`src/sv/xmr_pkg.sv`:
```
// XMODEM checksum receiver: shared types, codes and constants.
// No dependencies; imported by every module of the receiver.
package xmr_pkg;

  // Payload bytes per packet and derived counter width
  localparam int unsigned PAYLOAD_BYTES = 128;
  localparam int unsigned CNT_W = (PAYLOAD_BYTES > 1) ? $clog2(PAYLOAD_BYTES) : 1;
  localparam logic [CNT_W-1:0] CNT_LAST = CNT_W'(PAYLOAD_BYTES - 1);

  // Queue between front and back
  localparam int unsigned QDEPTH = 2;
  localparam int unsigned QPTR_W = (QDEPTH > 1) ? $clog2(QDEPTH) : 1;
  localparam int unsigned QCNT_W = $clog2(QDEPTH + 1);

  // Protocol bytes
  localparam logic [7:0] SOH_BYTE = 8'h01;
  localparam logic [7:0] EOT_BYTE = 8'h04;

  // Register map and reset values
  localparam logic CFG_HEADER_WAIT = 1'b0;
  localparam logic CFG_BYTE_WAIT   = 1'b1;
  localparam logic [15:0] HEADER_WAIT_RST = 16'd10;
  localparam logic [15:0] BYTE_WAIT_RST   = 16'd1000;

  // Input commands on tuser
  typedef enum logic [1:0] {
    CMD_START = 2'd0,
    CMD_BYTE  = 2'd1,
    CMD_TICK  = 2'd2
  } xmr_cmd_e;

  // Classified operation handed to the back end
  typedef enum logic [1:0] {
    OP_START,
    OP_BYTE,
    OP_TICK
  } xmr_op_e;

  typedef enum logic [2:0] {
    PH_IDLE,
    PH_HEADER,
    PH_SEQ,
    PH_INVSEQ,
    PH_DATA,
    PH_SUM,
    PH_DONE,
    PH_FAILED
  } xmr_phase_e;

  typedef enum logic [1:0] {
    RSP_ACK = 2'd0,
    RSP_NAK = 2'd1,
    RSP_CAN = 2'd2
  } xmr_rsp_e;

  typedef enum logic [2:0] {
    V_STARTED  = 3'd0,
    V_ACCEPTED = 3'd1,
    V_REJECTED = 3'd2,
    V_COMPLETE = 3'd3,
    V_FAILED   = 3'd4
  } xmr_verdict_e;

  typedef enum logic {
    KIND_DATA = 1'b0,
    KIND_RESP = 1'b1
  } xmr_kind_e;

  // Queue entry
  typedef struct packed {
    xmr_op_e    op;
    logic [7:0] rx_byte;
    logic       is_soh;
    logic       is_eot;
  } xmr_item_t;

  // Result item
  typedef struct packed {
    xmr_kind_e    kind;
    logic [7:0]   data_byte;
    xmr_rsp_e     response;
    xmr_verdict_e verdict;
    logic [7:0]   packet_number;
  } xmr_result_t;

  // Queue status toward the front
  typedef struct packed {
    logic full;
    logic empty;
  } xmr_qstat_t;

endpackage

```
`src/sv/xmr_front.sv`:
```
// XMODEM receiver front end: accepts input items and classifies them.
// Depends on xmr_pkg; pushes into xmr_queue.
module xmr_front (
  input  logic              s_axis_tvalid,
  output logic              s_axis_tready,
  input  logic [7:0]        s_axis_tdata,  // [7:0] rx_byte
  input  logic [1:0]        s_axis_tuser,  // [1:0] command
  input  xmr_pkg::xmr_qstat_t qstat_i,
  output logic              push_o,
  output xmr_pkg::xmr_item_t item_o
);
  import xmr_pkg::*;

  logic keep;

  // Take an item whenever the queue has room
  assign s_axis_tready = !qstat_i.full;

  // Decode command; the unused code is accepted and dropped
  always_comb begin
    keep    = 1'b1;
    item_o.op = OP_TICK;
    unique case (xmr_cmd_e'(s_axis_tuser))
      CMD_START: item_o.op = OP_START;
      CMD_BYTE:  item_o.op = OP_BYTE;
      CMD_TICK:  item_o.op = OP_TICK;
      default:   keep = 1'b0;
    endcase
    item_o.rx_byte = s_axis_tdata;
    item_o.is_soh  = (s_axis_tdata == SOH_BYTE);
    item_o.is_eot  = (s_axis_tdata == EOT_BYTE);
  end

  assign push_o = s_axis_tvalid && s_axis_tready && keep;

endmodule

```
`src/sv/xmr_queue.sv`:
```
// XMODEM receiver queue: short FIFO of classified items between front and back.
// Depends on xmr_pkg.
module xmr_queue (
  input  logic               clk_i,
  input  logic               rst_ni,
  input  logic               push_i,
  input  xmr_pkg::xmr_item_t push_item_i,
  input  logic               pop_i,
  output xmr_pkg::xmr_item_t head_o,
  output xmr_pkg::xmr_qstat_t qstat_o
);
  import xmr_pkg::*;

  xmr_item_t           mem_q [QDEPTH];
  logic [QPTR_W-1:0]   wr_ptr_q, wr_ptr_d;
  logic [QPTR_W-1:0]   rd_ptr_q, rd_ptr_d;
  logic [QCNT_W-1:0]   cnt_q, cnt_d;

  assign qstat_o.full  = (cnt_q == QCNT_W'(QDEPTH));
  assign qstat_o.empty = (cnt_q == '0);
  assign head_o        = mem_q[rd_ptr_q];

  // Pointer and fill bookkeeping
  always_comb begin
    wr_ptr_d = wr_ptr_q;
    rd_ptr_d = rd_ptr_q;
    cnt_d    = cnt_q;
    if (push_i) begin
      wr_ptr_d = (wr_ptr_q == QPTR_W'(QDEPTH - 1)) ? '0 : wr_ptr_q + 1'b1;
    end
    if (pop_i) begin
      rd_ptr_d = (rd_ptr_q == QPTR_W'(QDEPTH - 1)) ? '0 : rd_ptr_q + 1'b1;
    end
    if (push_i && !pop_i) begin
      cnt_d = cnt_q + 1'b1;
    end else if (pop_i && !push_i) begin
      cnt_d = cnt_q - 1'b1;
    end
  end

  always_ff @(posedge clk_i or negedge rst_ni) begin
    if (!rst_ni) begin
      wr_ptr_q <= '0;
      rd_ptr_q <= '0;
      cnt_q    <= '0;
    end else begin
      wr_ptr_q <= wr_ptr_d;
      rd_ptr_q <= rd_ptr_d;
      cnt_q    <= cnt_d;
    end
  end

  // Entry storage
  always_ff @(posedge clk_i) begin
    if (push_i) begin
      mem_q[wr_ptr_q] <= push_item_i;
    end
  end

`ifndef SYNTHESIS
  a_cnt_bound: assert property (@(posedge clk_i) disable iff (!rst_ni)
    cnt_q <= QCNT_W'(QDEPTH))
    else $error("queue fill count out of range");
  a_pop_nonempty: assert property (@(posedge clk_i) disable iff (!rst_ni)
    pop_i |-> cnt_q != '0)
    else $error("pop from empty queue");
  a_push_room: assert property (@(posedge clk_i) disable iff (!rst_ni)
    (push_i && !pop_i) |-> cnt_q != QCNT_W'(QDEPTH))
    else $error("push into full queue");
`endif

endmodule

```
`src/sv/xmr_back.sv`:
```
// XMODEM receiver back end: protocol state machine, timers and result register.
// Depends on xmr_pkg; pops items from xmr_queue.
module xmr_back (
  input  logic               clk_i,
  input  logic               rst_ni,
  input  logic               cfg_we_i,
  input  logic               cfg_idx_i,
  input  logic [15:0]        cfg_data_i,
  input  xmr_pkg::xmr_item_t item_i,
  input  xmr_pkg::xmr_qstat_t qstat_i,
  output logic               pop_o,
  output logic               res_valid_o,
  input  logic               res_ready_i,
  output xmr_pkg::xmr_result_t res_o
);
  import xmr_pkg::*;

  logic [15:0] hdr_wait_q, byte_wait_q;
  xmr_phase_e  phase_q, phase_d;
  logic [7:0]  exp_q, exp_d;
  logic        mism_q, mism_d;
  logic [CNT_W-1:0] cnt_q, cnt_d;
  logic [7:0]  sum_q, sum_d;
  logic [15:0] wc_q, wc_d;
  logic        vld_q, vld_d;
  xmr_result_t res_q, res_d;

  logic        step;
  logic        active;
  logic        emit;
  xmr_result_t res;
  logic [15:0] wc_inc;
  logic [15:0] limit;

  // Work on the queue head when the result register can take the outcome
  assign step   = !qstat_i.empty && (!vld_q || res_ready_i);
  assign pop_o  = step;
  assign active = (phase_q != PH_IDLE) && (phase_q != PH_DONE) && (phase_q != PH_FAILED);
  assign wc_inc = (wc_q == 16'hFFFF) ? wc_q : wc_q + 16'd1;
  assign limit  = (phase_q == PH_HEADER) ? hdr_wait_q : byte_wait_q;

  // Configuration registers
  always_ff @(posedge clk_i or negedge rst_ni) begin
    if (!rst_ni) begin
      hdr_wait_q  <= HEADER_WAIT_RST;
      byte_wait_q <= BYTE_WAIT_RST;
    end else if (cfg_we_i) begin
      if (cfg_idx_i == CFG_HEADER_WAIT) begin
        hdr_wait_q <= cfg_data_i;
      end else begin
        byte_wait_q <= cfg_data_i;
      end
    end
  end

  // Protocol next state and result
  always_comb begin
    phase_d = phase_q;
    exp_d   = exp_q;
    mism_d  = mism_q;
    cnt_d   = cnt_q;
    sum_d   = sum_q;
    wc_d    = wc_q;
    emit    = 1'b0;
    res     = '0;
    res.kind          = KIND_RESP;
    res.packet_number = exp_q;
    if (step) begin
      unique case (item_i.op)
        OP_START: begin
          exp_d   = 8'd1;
          mism_d  = 1'b0;
          cnt_d   = '0;
          sum_d   = '0;
          wc_d    = '0;
          phase_d = PH_HEADER;
          emit    = 1'b1;
          res.response      = RSP_NAK;
          res.verdict       = V_STARTED;
          res.packet_number = 8'd1;
        end
        OP_TICK: begin
          if (active) begin
            if (wc_inc < limit) begin
              wc_d = wc_inc;
            end else begin
              wc_d         = '0;
              emit         = 1'b1;
              res.response = RSP_CAN;
              if (phase_q == PH_HEADER) begin
                phase_d     = PH_FAILED;
                res.verdict = V_FAILED;
              end else begin
                phase_d     = PH_HEADER;
                res.verdict = V_REJECTED;
              end
            end
          end
        end
        OP_BYTE: begin
          if (active) begin
            wc_d = '0;
            unique case (phase_q)
              PH_HEADER: begin
                if (item_i.is_soh) begin
                  phase_d = PH_SEQ;
                  mism_d  = 1'b0;
                  cnt_d   = '0;
                  sum_d   = '0;
                end else if (item_i.is_eot) begin
                  phase_d      = PH_DONE;
                  emit         = 1'b1;
                  res.response = RSP_ACK;
                  res.verdict  = V_COMPLETE;
                end else begin
                  phase_d      = PH_FAILED;
                  emit         = 1'b1;
                  res.response = RSP_NAK;
                  res.verdict  = V_FAILED;
                end
              end
              PH_SEQ: begin
                mism_d  = (item_i.rx_byte != exp_q);
                phase_d = PH_INVSEQ;
              end
              PH_INVSEQ: begin
                if (item_i.rx_byte != ~exp_q) begin
                  mism_d = 1'b1;
                end
                cnt_d   = '0;
                sum_d   = '0;
                phase_d = PH_DATA;
              end
              PH_DATA: begin
                emit          = 1'b1;
                res.kind      = KIND_DATA;
                res.data_byte = item_i.rx_byte;
                sum_d         = sum_q + item_i.rx_byte;
                cnt_d         = cnt_q + 1'b1;
                if (cnt_q == CNT_LAST) begin
                  phase_d = PH_SUM;
                end
              end
              PH_SUM: begin
                phase_d      = PH_HEADER;
                emit         = 1'b1;
                if (mism_q || (sum_q != item_i.rx_byte)) begin
                  res.response = RSP_CAN;
                  res.verdict  = V_REJECTED;
                end else begin
                  res.response = RSP_ACK;
                  res.verdict  = V_ACCEPTED;
                  exp_d        = exp_q + 8'd1;
                end
              end
              default: ;
            endcase
          end
        end
        default: ;
      endcase
    end
  end

  // Output register: loads on a step, empties when taken
  always_comb begin
    vld_d = vld_q;
    res_d = res_q;
    if (step) begin
      vld_d = emit;
      res_d = res;
    end else if (res_ready_i) begin
      vld_d = 1'b0;
    end
  end

  always_ff @(posedge clk_i or negedge rst_ni) begin
    if (!rst_ni) begin
      phase_q <= PH_IDLE;
      exp_q   <= 8'd1;
      mism_q  <= 1'b0;
      cnt_q   <= '0;
      sum_q   <= '0;
      wc_q    <= '0;
      vld_q   <= 1'b0;
    end else begin
      phase_q <= phase_d;
      exp_q   <= exp_d;
      mism_q  <= mism_d;
      cnt_q   <= cnt_d;
      sum_q   <= sum_d;
      wc_q    <= wc_d;
      vld_q   <= vld_d;
    end
  end

  always_ff @(posedge clk_i) begin
    res_q <= res_d;
  end

  assign res_valid_o = vld_q;
  assign res_o       = res_q;

`ifndef SYNTHESIS
  a_data_in_payload: assert property (@(posedge clk_i) disable iff (!rst_ni)
    (step && emit && res.kind == KIND_DATA) |-> phase_q == PH_DATA)
    else $error("data byte emitted outside payload phase");
  a_sum_to_header: assert property (@(posedge clk_i) disable iff (!rst_ni)
    (step && item_i.op == OP_BYTE && phase_q == PH_SUM) |=> phase_q == PH_HEADER)
    else $error("checksum byte did not return to header wait");
  a_ack_advances: assert property (@(posedge clk_i) disable iff (!rst_ni)
    (step && emit && res.verdict == V_ACCEPTED) |=> exp_q == $past(exp_q) + 8'd1)
    else $error("accepted packet did not advance sequence");
`endif

endmodule

```
`src/sv/xmodem_receiver.sv`:
```
// XMODEM checksum receiver top level: front decode, item queue, protocol back end.
// Depends on xmr_pkg, xmr_front, xmr_queue, xmr_back.
//
//  channel | dir | tdata                          | tuser
//  s_axis  | in  | rx_byte                        | command
//  m_axis  | out | data_byte,response,verdict,pkt | kind
//  cfg     | in  | cfg_idx_i selects register, cfg_data_i value, cfg_we_i strobe
//
// One item per cycle sustained while m_axis is not stalled; an item that yields a result
// raises m_axis_tvalid once it has passed the queue write and then the result register.
// A two-entry queue lets the input side keep running while a result waits.
// Reset: phase idle, expected sequence one, wait limits 10 and 1000 ticks.
// A stall on m_axis backs up through the queue to s_axis_tready.
module xmodem_receiver (
  input  logic        clk_i,
  input  logic        rst_ni,
  input  logic        s_axis_tvalid,
  output logic        s_axis_tready,
  input  logic [7:0]  s_axis_tdata,   // [7:0] rx_byte
  input  logic [1:0]  s_axis_tuser,   // [1:0] command
  output logic        m_axis_tvalid,
  input  logic        m_axis_tready,
  output logic [23:0] m_axis_tdata,   // [7:0] data_byte, [9:8] response,
                                      // [12:10] verdict, [20:13] packet_number
  output logic        m_axis_tuser,   // [0] kind
  input  logic        cfg_we_i,
  input  logic        cfg_idx_i,
  input  logic [15:0] cfg_data_i
);
  import xmr_pkg::*;

  logic        push;
  xmr_item_t   push_item;
  logic        pop;
  xmr_item_t   head;
  xmr_qstat_t  qstat;
  xmr_result_t res;

  xmr_front u_front (
    .s_axis_tvalid (s_axis_tvalid),
    .s_axis_tready (s_axis_tready),
    .s_axis_tdata  (s_axis_tdata),
    .s_axis_tuser  (s_axis_tuser),
    .qstat_i       (qstat),
    .push_o        (push),
    .item_o        (push_item)
  );

  xmr_queue u_queue (
    .clk_i       (clk_i),
    .rst_ni      (rst_ni),
    .push_i      (push),
    .push_item_i (push_item),
    .pop_i       (pop),
    .head_o      (head),
    .qstat_o     (qstat)
  );

  xmr_back u_back (
    .clk_i       (clk_i),
    .rst_ni      (rst_ni),
    .cfg_we_i    (cfg_we_i),
    .cfg_idx_i   (cfg_idx_i),
    .cfg_data_i  (cfg_data_i),
    .item_i      (head),
    .qstat_i     (qstat),
    .pop_o       (pop),
    .res_valid_o (m_axis_tvalid),
    .res_ready_i (m_axis_tready),
    .res_o       (res)
  );

  // Pack result fields, lowest first
  assign m_axis_tdata = {3'b000, res.packet_number, res.verdict, res.response, res.data_byte};
  assign m_axis_tuser = res.kind;

endmodule

```
`config.mk`:
```
export PLATFORM = sky130hd
export DESIGN_NAME = xmodem_receiver
export DESIGN_NICKNAME = d
export VERILOG_FILES = /design/src/sv/xmr_pkg.sv /design/src/sv/xmr_front.sv /design/src/sv/xmr_queue.sv /design/src/sv/xmr_back.sv /design/src/sv/xmodem_receiver.sv
export SDC_FILE = /design/constraint.sdc
export NUM_CORES = 1
export LEC_CHECK = 0
export BUFFER_PORTS_ARGS = -buffer_cell sky130_fd_sc_hd__buf_2
export CAP_MARGIN = 0
export CORE_MARGIN = 5
export CORE_UTILIZATION = 54
export DETAILED_ROUTE_END_ITERATION = 10
export PLACE_DENSITY = 0.76
export RECOVER_POWER = 100
export SLEW_MARGIN = 5
export SYNTH_ARGS = -nofsm -noshare
export SYNTH_HDL_FRONTEND = slang
export SYNTH_SLANG_ARGS = --single-unit
```
`constraint.sdc`:
```
create_clock -name clk_i -period 3.25 [get_ports clk_i]
set_input_delay 0.65 -clock clk_i [delete_from_list [all_inputs] [get_ports clk_i]]
set_output_delay 0.65 -clock clk_i [all_outputs]
set_load 0.01 [all_outputs]
```
==> impl_metrics.toml <==
[timing]
timing.final.ws_setup_ns = -0.127
fin_crit_ns = 3.38
finalHoldViolCount = 0
clock_skew_ns = 0.00804
slew_violations = 81
fin_crit_sh_pct = 104
rsz0062_at_grt = "true"
max_clock_freq_ghz = 0.296
worstMarginPinSlew_ns = 2.04
setup_viol = 19
slew_headroom_pct = -36.0

[cts]
cts.sinks = 126
hold_buffers = 0
clk_latency_ns = 0.42
cts_made_buffers = 17
h-tree-depth = 4
cts_tree = "built"
path_clk_slew_ns = 0.06
cts-root-buf = "clkbuf_16"
cts_buffer_depth = 2

[die]
die_area_um2 = 14800
row_count = 40
ios = 59
die_w_um = 122
initial_core_util_pct = 55.4
core_um2 = 12100
die_h_um = 122

[critical_path]
cp_slowest_cell = "dfrtp_1"
worst-path-max-fanout = 5
arrival_ns = 3.70
crit_type = "flip-flop to flip-flop"
path_cells = "nand4_1 -> buf_4 -> nor2_4 -> a211oi_4 -> and4_4 -> xnor2_2 -> inv_2 -> ha_4 -> and2_4 -> and3_4 -> a311oi_4 -> and2_4 -> nand3b_1 -> buf_6 -> o31ai_2"
end_kind = "flip-flop"
start_kind = "flip-flop"
critPathMaxStageDelay_ns = 0.39
cpMostUsedCell = "and2_4"
cp_data_required_time_ns = 3.57

[power_and_ir_drop]
leakagePower_nw = 3.68
ir_drop_v = 0.000462
p_per_area_nw_per_um2 = 763

[drt]
postRouteAntennaNets = 0
postRouteWirelength_um = 16300
drt_iter0_drc = 425
drc_errors = 0
wl_per_cell_um = 18.0
vias_per_cell = 5.68
drtPass1Iterations = 5
routed-via-count = 5126

[global_routing]
grt_pass1_wl_um = 25200
grt_max_degree = 81
grt_pass1_vias = 5203
grt-ovfl-total = 0
use_met1_pct = 27.2
grtUsageMet3_pct = 4.94
met2_usage_pct = 37.2
top_usage_layer = "met2"
grt_usage_pct = 21.8
antenna_found_initial = 0

[placement]
gp_congestion = 0.897
dp_cells = 856
hpwl_um = 10400
port_buffers = 55

[min_path]
hp-class = "primary input to flip-flop"

[yosys]
synth_most_common_cell = "dfrtp_1"
yosys-top-cells-count = "71 x dfrtp_1, 55 x nand2_1, 49 x nor2_1"
synthAdderAreaFrac_pct = 5.89
ys_top_cells_by_area = "dfrtp_1 26%, edfxtp_1 21%, mux2_2 6.2%, ha_1 5.6%, mux2i_1 4.5%"
seq_area_frac_synth_pct = 50.6
synth.cell_area_um2 = 6710
synthArstFlopShare_pct = 63.5
synth-compound-area-share_pct = 9.43
synth_mux_area_share_pct = 10.7
ys_seq_elements = 126
synth.distinct_cells = 60
synth-simple-area-share_pct = 14.7
synth_top_cell_area_share_pct = 26.5
synth-edff-count = 46
ys.flop_type = "dfrtp_1"
syn_area_per_cell_um2 = 11.1
syn_inst = 607
synth_top_family_by_area = "simple AND/OR/NAND/NOR gates"
yosys.area.top_type = "dfrtp_1"
yosys.area_share.xor_xnor_pct = 5.22
ys.warnings.count = 0

[final_layout]
antenna_cells = 0
fin_util_pct = 71.2
finalNonFillerCells = 903
layout-drive-gt1-share_pct = 31.2
area_delta_synth_final_pct = 28.4
layout.nets = 785

[run_status]
run_status = "complete, but fails checks"
violations = "capacitance limit, slew limit, setup timing"

[job]
cap_violations = 1
## metrics by stage
stage	setup WS [ns]	power (mW)	hold WS, ns	setup TNS [ns]	area, um2
floorplan	0.00628	3.65	0.354	0	6750
global placement	-0.0386	4.27	0.466	-0.0962	7500
detailed placement	-0.152	4.37	0.476	-1.86	7500
CTS	0.00131	6.50	0.421	0	8450
global route	-0.228	6.93	0.470	-4.58	8620
finish	-0.127	6.58	0.463	-1.42	8620
## layout by cell type (no fill, tap or decap), drive strengths merged, types with 5 or more instances in the layout
master and n:
and3 9, nand2b 7, nor3 12, mux2 37
xor2 14, and4 5, nor2b 12, nor3b 7
ha 30, inv 26, and2 5, edfxtp 46
dfrtp 71, mux2i 30, nand2 55, dfstp 9
o21ai 26, nand4 9, a21o 5, nand3 11
nor2 49, xnor2 26, a21oi 14, clkbuf 66
buf 80, nor4 6, o31ai 19
## final cells by class
cell class | instances | area, um2
clock buffer | 25 | 561
clock inverter | 7 | 66.3
inverter | 26 | 97.6
tap | 168 | 210
timing repair buffer | 121 | 739
multi-input combinational | 430 | 3550
sequential | 126 | 3390
fill | 839 | 3490
## flip-flops by register name, summed over array words and instances (netlist names)
signal / cells
u_back.wc_q: 16
u_queue.rd_ptr_q: 1
u_back.cnt_q: 7
u_back.mism_q: 1
u_back.hdr_wait_q: 16
u_back.sum_q: 8
u_back.byte_wait_q: 16
u_back.res_valid_o: 1
u_queue.wr_ptr_q: 1
u_back.exp_q: 8
u_back.phase_q: 3
u_back.res_o: 22
u_queue.mem_q: 24
u_queue.cnt_q: 2
## path summary, 6_finish.rpt
kind,startpoint,to,slack [ns],cells after the start
setup / recovery,u_back.wc_q[11],u_back.wc_q[7],-0.13,15
hold / removal,s_axis_tdata[5],u_queue.mem_q[0][7],0.46,1
setup reg to reg,u_back.wc_q[11],u_back.wc_q[7],-0.13,15
hold reg to reg,u_back.cnt_q[4],u_back.cnt_q[4],0.49,1
max in group asynchronous,rst_ni,u_back.byte_wait_q[15],1.23,1
min in group asynchronous,rst_ni,u_back.sum_q[4],0.80,1
## worst max-delay path: cells and delay by family (launching register included)
family	cells	cell delay, ns
compound gates	3	0.84
flops	1	0.39
fa+ha+maj	1	0.25
xor+xnor	1	0.13
simple gates	7	1.21
buf+inv	3	0.45
## logic make-up after synthesis
logic type      after synthesis
compound gates               93
xor+xnor                     40
fa+ha+maj                    31
buf+inv                      53
flops                       126
mux                          67
other cells                   1
simple gates                196
## what timing repair did
item / 4_1_cts / 5_1_grt
resized for setup: 49 / 42
cloned: 1 / 0
pin swaps: 24 / 32
setup endpoints to repair: 22 / 25
buffers inserted: 11 / 3
## where the power goes
group | total (mW) | leakage [nW] | internal (mW) | switching, mW
combinational | 2.47 | 1.91 | 0.973 | 1.49
sequential | 2.15 | 1.47 | 2.02 | 0.126
clock | 1.96 | 0.306 | 1.27 | 0.692
total | 6.58 | 3.68 | 4.27 | 2.31
## routing by layer
layer  wire, um  part of all wire (%)
met4        368                   2.3
met2       8090                    50
met3        694                   4.3
met1       7100                    44
met5          0                     0
Note: power is estimated with default switching activity, not from simulation.
